<file path="src/hdl/ucmr_pkg.sv">
// Package for the UART command motor/relay controller.
// Holds the transaction structs, state encodings and command byte codes.
// No dependencies.
package ucmr_pkg;

    // Register indexes on the configuration port
    localparam int unsigned CFG_IDX_W = 1;
    localparam logic [CFG_IDX_W-1:0] CFG_ARM_FAST = 1'b0;
    localparam logic [CFG_IDX_W-1:0] CFG_ARM_SLOW = 1'b1;

    localparam logic [7:0] ARM_FAST_RESET = 8'd150;
    localparam logic [7:0] ARM_SLOW_RESET = 8'd45;
    localparam logic [7:0] SPEED_MAX      = 8'd255;

    // Command and number byte codes (ASCII)
    localparam logic [7:0] CH_A     = 8'h41;
    localparam logic [7:0] CH_B     = 8'h42;
    localparam logic [7:0] CH_C     = 8'h43;
    localparam logic [7:0] CH_D_UP  = 8'h44;
    localparam logic [7:0] CH_D_LO  = 8'h64;
    localparam logic [7:0] CH_S     = 8'h53;
    localparam logic [7:0] CH_X     = 8'h58;
    localparam logic [7:0] CH_G_UP  = 8'h47;
    localparam logic [7:0] CH_G_LO  = 8'h67;
    localparam logic [7:0] CH_H_UP  = 8'h48;
    localparam logic [7:0] CH_H_LO  = 8'h68;
    localparam logic [7:0] CH_V     = 8'h56;
    localparam logic [7:0] CH_ZERO  = 8'h30;
    localparam logic [7:0] CH_NINE  = 8'h39;
    localparam logic [7:0] CH_MINUS = 8'h2d;
    localparam logic [7:0] CH_LF    = 8'h0a;

    localparam logic [3:0] RELAY_RESET = 4'hf;

    typedef enum logic [1:0] {
        PH_IDLE = 2'd0,
        PH_SKIP = 2'd1,
        PH_NUM  = 2'd2
    } t_parse_phase;

    typedef enum logic [2:0] {
        ARM_STOP       = 3'd0,
        ARM_BACK_FAST  = 3'd1,
        ARM_BACK_SLOW  = 3'd2,
        ARM_FRONT_FAST = 3'd3,
        ARM_FRONT_SLOW = 3'd4
    } t_arm_mode;

    typedef struct packed {
        logic       byte_valid;
        logic [7:0] rx_byte;
        logic       box_front_hit;
        logic       box_back_hit;
        logic       arm_back_hit;
        logic       arm_front_hit;
    } t_in_item;

    typedef struct packed {
        logic [3:0] relay_levels;
        logic [7:0] box_reverse_duty;
        logic [7:0] box_forward_duty;
        logic [7:0] arm_back_duty;
        logic [7:0] arm_front_duty;
    } t_out_item;

    // Control state as seen by the drive stage; box speed is sign/magnitude
    typedef struct packed {
        logic [3:0] relay_bits;
        t_arm_mode  arm_mode;
        logic       box_neg;
        logic [7:0] box_mag;
    } t_ctrl_state;

    typedef struct packed {
        logic [7:0] arm_fast_speed;
        logic [7:0] arm_slow_speed;
    } t_arm_cfg;

endpackage

</file>
<file path="src/hdl/ucmr_cfg_regs.sv">
// Configuration registers of the controller (arm fast and slow duty).
// Depends on ucmr_pkg.
module ucmr_cfg_regs (
    input  logic                          i_clk,
    input  logic                          i_rst_n,
    input  logic                          i_wr_en,
    input  logic [ucmr_pkg::CFG_IDX_W-1:0] i_wr_index,
    input  logic [7:0]                    i_wr_data,
    output ucmr_pkg::t_arm_cfg            o_cfg
);
    import ucmr_pkg::*;

    logic [7:0] r_fast;
    logic [7:0] r_slow;

    always_ff @(posedge i_clk) begin
        if (!i_rst_n) begin
            r_fast <= ARM_FAST_RESET;
            r_slow <= ARM_SLOW_RESET;
        end else if (i_wr_en) begin
            unique case (i_wr_index)
                CFG_ARM_FAST: r_fast <= i_wr_data;
                CFG_ARM_SLOW: r_slow <= i_wr_data;
                default: ;
            endcase
        end
    end

    assign o_cfg.arm_fast_speed = r_fast;
    assign o_cfg.arm_slow_speed = r_slow;

endmodule

</file>
<file path="src/hdl/ucmr_cmd_core.sv">
// Command decoder and number parser; holds relay, arm and box speed state.
// Presents the state after the current transaction. Depends on ucmr_pkg.
module ucmr_cmd_core (
    input  logic                  i_clk,
    input  logic                  i_rst_n,
    input  logic                  i_advance,
    input  ucmr_pkg::t_in_item    i_item,
    output ucmr_pkg::t_ctrl_state o_state
);
    import ucmr_pkg::*;

    t_parse_phase r_phase,   n_phase;
    logic [3:0]   r_relay,   n_relay;
    t_arm_mode    r_arm,     n_arm;
    logic         r_box_neg, n_box_neg;
    logic [7:0]   r_box_mag, n_box_mag;
    logic [7:0]   r_acc,     n_acc;
    logic         r_neg,     n_neg;

    logic [7:0]  b;
    logic        has_byte;
    logic        is_digit;
    logic        is_minus;
    logic        is_num;
    logic        num_take;
    logic        num_end;
    logic        cmd_en;
    logic [11:0] acc_x10;

    assign b        = i_item.rx_byte;
    assign has_byte = i_item.byte_valid;
    assign is_digit = (b >= CH_ZERO) && (b <= CH_NINE);
    assign is_minus = (b == CH_MINUS);
    assign is_num   = is_digit || is_minus;

    assign num_take = has_byte && is_num && (r_phase == PH_SKIP || r_phase == PH_NUM);
    assign num_end  = has_byte && !is_num && (r_phase == PH_NUM);
    // terminator other than newline is also run as a command
    assign cmd_en   = has_byte && ((r_phase == PH_IDLE) || (num_end && (b != CH_LF)));

    // acc * 10 + digit, at most 2559
    assign acc_x10 = {1'b0, r_acc, 3'b000} + {3'b000, r_acc, 1'b0} + {8'd0, b[3:0]};

    // parser phase
    always_comb begin
        n_phase = r_phase;
        if (has_byte) begin
            unique case (r_phase)
                PH_IDLE: if (b == CH_X) n_phase = PH_SKIP;
                PH_SKIP: if (is_num) n_phase = PH_NUM;
                PH_NUM: begin
                    if (!is_num) n_phase = (b == CH_X) ? PH_SKIP : PH_IDLE;
                end
                default: n_phase = PH_IDLE;
            endcase
        end
    end

    // relays, arm, box speed and number accumulator
    always_comb begin
        n_relay   = r_relay;
        n_arm     = r_arm;
        n_box_neg = r_box_neg;
        n_box_mag = r_box_mag;
        n_acc     = r_acc;
        n_neg     = r_neg;

        if (num_take) begin
            if (is_minus) begin
                n_neg = 1'b1;
            end else begin
                n_acc = (acc_x10 > {4'd0, SPEED_MAX}) ? SPEED_MAX : acc_x10[7:0];
            end
        end

        if (num_end) begin
            n_box_neg = r_neg;
            n_box_mag = r_acc;
            n_acc     = '0;
            n_neg     = 1'b0;
        end

        if (cmd_en) begin
            unique case (b)
                CH_A:    n_relay = r_relay ^ 4'b0010;
                CH_B:    n_relay = r_relay ^ 4'b0100;
                CH_C:    n_relay = r_relay ^ 4'b1000;
                CH_D_UP: n_relay = r_relay & 4'b1110;
                CH_D_LO: n_relay = r_relay | 4'b0001;
                CH_S: begin
                    n_box_neg = 1'b0;
                    n_box_mag = '0;
                    n_arm     = ARM_STOP;
                end
                CH_X: begin
                    n_acc = '0;
                    n_neg = 1'b0;
                end
                CH_G_UP: n_arm = ARM_BACK_FAST;
                CH_G_LO: n_arm = ARM_BACK_SLOW;
                CH_H_UP: n_arm = ARM_FRONT_FAST;
                CH_H_LO: n_arm = ARM_FRONT_SLOW;
                CH_V:    n_arm = ARM_STOP;
                default: ;
            endcase
        end
    end

    always_ff @(posedge i_clk) begin
        if (!i_rst_n) begin
            r_phase   <= PH_IDLE;
            r_relay   <= RELAY_RESET;
            r_arm     <= ARM_STOP;
            r_box_neg <= 1'b0;
            r_box_mag <= '0;
            r_acc     <= '0;
            r_neg     <= 1'b0;
        end else if (i_advance) begin
            r_phase   <= n_phase;
            r_relay   <= n_relay;
            r_arm     <= n_arm;
            r_box_neg <= n_box_neg;
            r_box_mag <= n_box_mag;
            r_acc     <= n_acc;
            r_neg     <= n_neg;
        end
    end

    assign o_state.relay_bits = n_relay;
    assign o_state.arm_mode   = n_arm;
    assign o_state.box_neg    = n_box_neg;
    assign o_state.box_mag    = n_box_mag;

endmodule

</file>
<file path="src/hdl/ucmr_drive.sv">
// Drive duty and relay level calculation with limit switch interlock.
// Depends on ucmr_pkg.
module ucmr_drive (
    input  ucmr_pkg::t_ctrl_state i_state,
    input  ucmr_pkg::t_arm_cfg    i_cfg,
    input  ucmr_pkg::t_in_item    i_item,
    output ucmr_pkg::t_out_item   o_result
);
    import ucmr_pkg::*;

    logic       arm_back_sel;
    logic       arm_front_sel;
    logic       arm_fast;
    logic [7:0] arm_duty;

    assign arm_back_sel  = (i_state.arm_mode == ARM_BACK_FAST)
                        || (i_state.arm_mode == ARM_BACK_SLOW);
    assign arm_front_sel = (i_state.arm_mode == ARM_FRONT_FAST)
                        || (i_state.arm_mode == ARM_FRONT_SLOW);
    assign arm_fast      = (i_state.arm_mode == ARM_BACK_FAST)
                        || (i_state.arm_mode == ARM_FRONT_FAST);
    assign arm_duty      = arm_fast ? i_cfg.arm_fast_speed : i_cfg.arm_slow_speed;

    always_comb begin
        o_result.relay_levels     = i_state.relay_bits;
        // a zero magnitude gives zero duty either way
        o_result.box_reverse_duty = (i_state.box_neg && !i_item.box_back_hit)
                                  ? i_state.box_mag : 8'd0;
        o_result.box_forward_duty = (!i_state.box_neg && !i_item.box_front_hit)
                                  ? i_state.box_mag : 8'd0;
        o_result.arm_back_duty    = (arm_back_sel && !i_item.arm_back_hit)
                                  ? arm_duty : 8'd0;
        o_result.arm_front_duty   = (arm_front_sel && !i_item.arm_front_hit)
                                  ? arm_duty : 8'd0;
    end

endmodule

</file>
<file path="src/hdl/uart_command_motor_relay_control.sv">
// Top level of the UART command motor/relay controller.
// Depends on ucmr_pkg, ucmr_cfg_regs, ucmr_cmd_core and ucmr_drive.
//
// Usage:
//   Input channel (i_in_valid / o_in_stall / i_in_item): one transaction per
//   sample: an optional received byte plus the four limit switch levels.
//   Output channel (o_out_valid / i_out_stall / o_out_item): exactly one
//   result per input transaction: relay pin levels and the four drive duties.
//   Config channel (i_cfg_valid / o_cfg_ready): index 0 = arm fast duty,
//   index 1 = arm slow duty. Always ready; write only while idle.
// Path: a transaction that is taken lands in the input register, is decoded
//   and then lands in the output register, which drives o_out_valid and
//   o_out_item.
// Throughput: one transaction per cycle while the output is not stalled; the
//   whole decode, parse step (acc*10 + digit with saturation) and interlock
//   is one combinational pass between the input and output registers.
// Reset (synchronous, active low): relays off (all ones), arm stopped, box
//   speed zero, parser idle, duties back to 150/45, both channels empty.
// Stall: when the output register is full and stalled, the input register
//   holds and o_in_stall rises only if the input register is also occupied,
//   so one more transaction is still taken while a result waits.
module uart_command_motor_relay_control (
    input  logic                           i_clk,
    input  logic                           i_rst_n,
    // input transactions
    input  logic                           i_in_valid,
    output logic                           o_in_stall,
    input  ucmr_pkg::t_in_item             i_in_item,
    // result transactions
    output logic                           o_out_valid,
    input  logic                           i_out_stall,
    output ucmr_pkg::t_out_item            o_out_item,
    // configuration writes
    input  logic                           i_cfg_valid,
    output logic                           o_cfg_ready,
    input  logic [ucmr_pkg::CFG_IDX_W-1:0] i_cfg_index,
    input  logic [7:0]                     i_cfg_data
);
    import ucmr_pkg::*;

    // input register
    logic       r_in_valid;
    t_in_item   r_in_item;
    // output register
    logic       r_out_valid;
    t_out_item  r_out_item;

    logic        out_free;   // output register can take a result this cycle
    logic        advance;    // input register moves to the output register
    logic        in_take;    // new transaction accepted
    t_arm_cfg    arm_cfg;
    t_ctrl_state ctrl_state;
    t_out_item   result;

    assign out_free   = !r_out_valid || !i_out_stall;
    assign advance    = r_in_valid && out_free;
    assign o_in_stall = r_in_valid && !out_free;
    assign in_take    = i_in_valid && !o_in_stall;

    assign o_cfg_ready = 1'b1;

    ucmr_cfg_regs u_cfg (
        .i_clk      (i_clk),
        .i_rst_n    (i_rst_n),
        .i_wr_en    (i_cfg_valid && o_cfg_ready),
        .i_wr_index (i_cfg_index),
        .i_wr_data  (i_cfg_data),
        .o_cfg      (arm_cfg)
    );

    // state updates only when the item actually moves on
    ucmr_cmd_core u_core (
        .i_clk     (i_clk),
        .i_rst_n   (i_rst_n),
        .i_advance (advance),
        .i_item    (r_in_item),
        .o_state   (ctrl_state)
    );

    ucmr_drive u_drive (
        .i_state  (ctrl_state),
        .i_cfg    (arm_cfg),
        .i_item   (r_in_item),
        .o_result (result)
    );

    // valid flags
    always_ff @(posedge i_clk) begin
        if (!i_rst_n) begin
            r_in_valid  <= 1'b0;
            r_out_valid <= 1'b0;
        end else begin
            if (in_take) begin
                r_in_valid <= 1'b1;
            end else if (advance) begin
                r_in_valid <= 1'b0;
            end
            if (advance) begin
                r_out_valid <= 1'b1;
            end else if (out_free) begin
                r_out_valid <= 1'b0;
            end
        end
    end

    // payload registers
    always_ff @(posedge i_clk) begin
        if (in_take) begin
            r_in_item <= i_in_item;
        end
        if (advance) begin
            r_out_item <= result;
        end
    end

    assign o_out_valid = r_out_valid;
    assign o_out_item  = r_out_item;

endmodule

</file>
<file path="config.mk">
export PLATFORM = sky130hd
export DESIGN_NAME = uart_command_motor_relay_control
export DESIGN_NICKNAME = d
export VERILOG_FILES = /design/src/hdl/ucmr_pkg.sv /design/src/hdl/ucmr_cfg_regs.sv /design/src/hdl/ucmr_cmd_core.sv /design/src/hdl/ucmr_drive.sv /design/src/hdl/uart_command_motor_relay_control.sv
export SDC_FILE = /design/constraint.sdc
export NUM_CORES = 1
export LEC_CHECK = 0
export BUFFER_PORTS_ARGS = -buffer_cell sky130_fd_sc_hd__buf_2
export CORE_ASPECT_RATIO = 1.5
export CORE_MARGIN = 2
export CORE_UTILIZATION = 60
export CTS_CLUSTER_DIAMETER = 200
export DETAILED_ROUTE_END_ITERATION = 16
export GPL_TIMING_DRIVEN = 0
export PLACE_DENSITY = 0.83
export SETUP_SLACK_MARGIN = 0.05
export SKIP_LAST_GASP = 1
export SYNTH_ARGS = -nofsm -noshare
export SYNTH_HDL_FRONTEND = slang
export SYNTH_SLANG_ARGS = --single-unit
</file>
<file path="constraint.sdc">
create_clock -name i_clk -period 7.4 [get_ports i_clk]
set_input_delay 1.85 -clock i_clk [delete_from_list [all_inputs] [get_ports i_clk]]
set_output_delay 1.85 -clock i_clk [all_outputs]
set_load 0.005 [all_outputs]
</file>
==> out/summary.txt <==
Post-synth top area share -> 0.327
Filler cell count -> 530
Hold-fix buffers, CTS -> 0
Pwr per Cell Area -> 188 nW/um^2
First-pass DRT Iterations -> 5
Cts bufs inserted -> 9
Tot Pwr -> 972 uW
Final setup violation count -> 0
Hold Vio Cnt, Final -> 0
Area Overhead vs Synth -> 14.9%
Critical Path AT -> 2290 ps
Post-synth EDFFs -> 49
Antenna viol nets, final -> 0
Synth Cell Area -> 4500 sq um
Max-slew violations -> 0
Post-Route WL -> 9300 um
Synth cell types -> 52
Yosys reg bits -> 94
Final Skew -> 12.0 ps
DRT iter0 DRCs -> 219
Critical path class -> in -> out
CTS root buf -> clkbuf_8
Initial antenna violation count -> 0
Antenna Cells -> 0
Hold_sp -> u_core.r_box_mag[2]
DRC errors left -> 0
Leading area contributor after synthesis -> edfxtp_1
Port Buffers -> 64
Post-Synthesis Cells -> 427
Worst hold slack -> 484 ps
Starting density of the core -> 0.618
Finished Layout Cells -> 608
# IOs -> 66
Share of cells above drive strength 1 -> 0.187
CTS tree -> built
CTS max path bufs -> 2
Post-Syn Nets -> 475
Post-CTS setup buffers -> 0
Clk_lat worst skew -> 370 ps
Vias in the first global route -> 3491
Core Util, Final -> 0.710
Relative slew slack -> 0.299
Register area share after synthesis -> 0.528
Vias per cell -> 5.74
Synth warnings -> 0
Total grt overflow -> 0
DIE AREA -> 8220 sq um
Min Clock Period, post-route -> 4140 ps
Crit. End Element -> output port
Worst r2r src -> r_in_item[7]
Max-Cap Viols -> 0
Placed insts -> 592
Avg Cell Area, Syn -> 10.5 sq um
First-pass GRT wire length -> 15500 um
Num Clock Sinks -> 94
CTS H-tree lvls -> 3
Total Routing Usage GR -> 0.247
Ranking of synthesized cells by area -> edfxtp_1 33%, dfxtp_1 20%, ha_1 5.3%, mux2i_1 4.7%, nand2_1 4.3%
Worst-margin pin slew -> 1050 ps
HP Class -> reg -> reg
Die height -> 110 um
Largest net degree at the start of global routing -> 26
Static Leak -> 0.00205 uW
RSZ-0062 raised after global routing -> false
Synth Flop Type -> edfxtp_1
Nets -> 551
Site row count -> 38
Clk pin slew, worst setup/hold paths -> 80 ps
Most frequent cells in the layout -> 66 x buf_2, 52 x nand2_1, 50 x nor2_1, 49 x edfxtp_1, 45 x dfxtp_1
CP Max Fanout -> 3
Final Wtd Congestion -> 0.914
Final period util -> 0.559
Chip width -> 74.7 um
Post-cts repair resize count -> 0
Worst path required time -> 5550 ps
Worst setup path start -> i_out_stall
Drt wl/cell -> 15.3 um
Status -> completed
Core Region -> 7270 sq um
Routed vias -> 3489
Dpl hpwl -> 7000 um
Commonest non-fill, non-tap cell in the layout -> buf_2
Crit start category -> input port
Asr flop ratio synth -> 0
Fmax -> 242 MHz
Setup_tns -> 0 ps
Reg area -> 2370 sq um
Multi-input logic area -> 2020 sq um
Worst vdd ir -> 0.000146 V
-- per-layer routing --
layer  GRT usage  part of all wire  vias to the layer above  routed length [um]
li1            -                 -                     1711                   -
met2       0.434              0.53                      115                4940
met1       0.289              0.41                     1645                3780
met5           0                 0                        -                   0
met3      0.0464             0.041                       18                 384
met4       0.106             0.020                        0                 185
-- power by group --
group	leakage (uW)	switching (uW)	total, uW	internal [uW]
clock	0.0000972	178	334	157
sequential	0.000813	10.2	575	565
combinational	0.00114	37.8	62.8	25.0
-- through the flow --
| step | cell area (sq um) | setup WS [ps] |
|---|---|---|
| finish | 5170 | 3260 |
| floorplan | 4500 | 3510 |
| CTS | 5170 | 3260 |
| global placement | 4940 | 2830 |
| global route | 5170 | 3240 |
| detailed placement | 4970 | 3270 |
-- cell type report --
cell class / count / area share
flip-flops and latches: 94 / 0.459
multi-input cells: 310 / 0.391
repair buffers: 65 / 0.0673
well taps: 100 / 0.0242
clock buffers: 9 / 0.0240
plain buffers: 15 / 0.0143
clock inverters: 7 / 0.0140
inverters: 8 / 0.00581
-- path summary, 6_finish.rpt --
kind | to | slack, ps | cells after the start
setup / recovery | o_in_stall | 3260 | 3
hold / removal | u_core.r_box_mag[2] | 480 | 1
setup reg to reg | u_core.r_acc[2] | 4290 | 8
hold reg to reg | u_core.r_box_mag[2] | 480 | 1
-- worst max-delay path, stage by stage --
cell	delay, ps
buf_2	110
and3_1	200
buf_2	130
-- registers in the layout, summed over array words and instances (netlist names) --
name / cells
r_in_item: 13
o_out_item: 36
u_core.r_acc: 8
u_core.r_neg: 1
u_core.r_box_mag: 8
u_cfg.r_fast: 8
o_out_valid: 1
u_core.r_arm: 3
r_in_valid: 1
u_core.r_relay: 4
u_core.r_box_neg: 1
u_core.r_phase: 2
u_cfg.r_slow: 8
-- Yosys cell counts, types with 5 or more instances --
cell	number
nand2_1	52
nor2b_1	14
clkbuf_1	9
or3_1	5
a21boi_0	9
nor3_1	14
nand3_1	16
a21oi_1	9
dfxtp_1	45
mux2i_1	21
nor2_1	50
ha_1	19
a22o_1	17
a211oi_1	10
edfxtp_1	49
o21ai_0	13
inv_1	7
-- cell families after synthesis --
family	after synthesis	share of synthesized area
and+or+nand+nor	176	0.184
DFF	94	0.528
AOI/OAI and AO/OA	84	0.141
buffers and inverters	23	0.0231
muxes	22	0.0492
adders and majority gates	21	0.0618
xor gates and xnor gates	6	0.0117
other	1	0.000834
(Power assumes the default switching activity.)
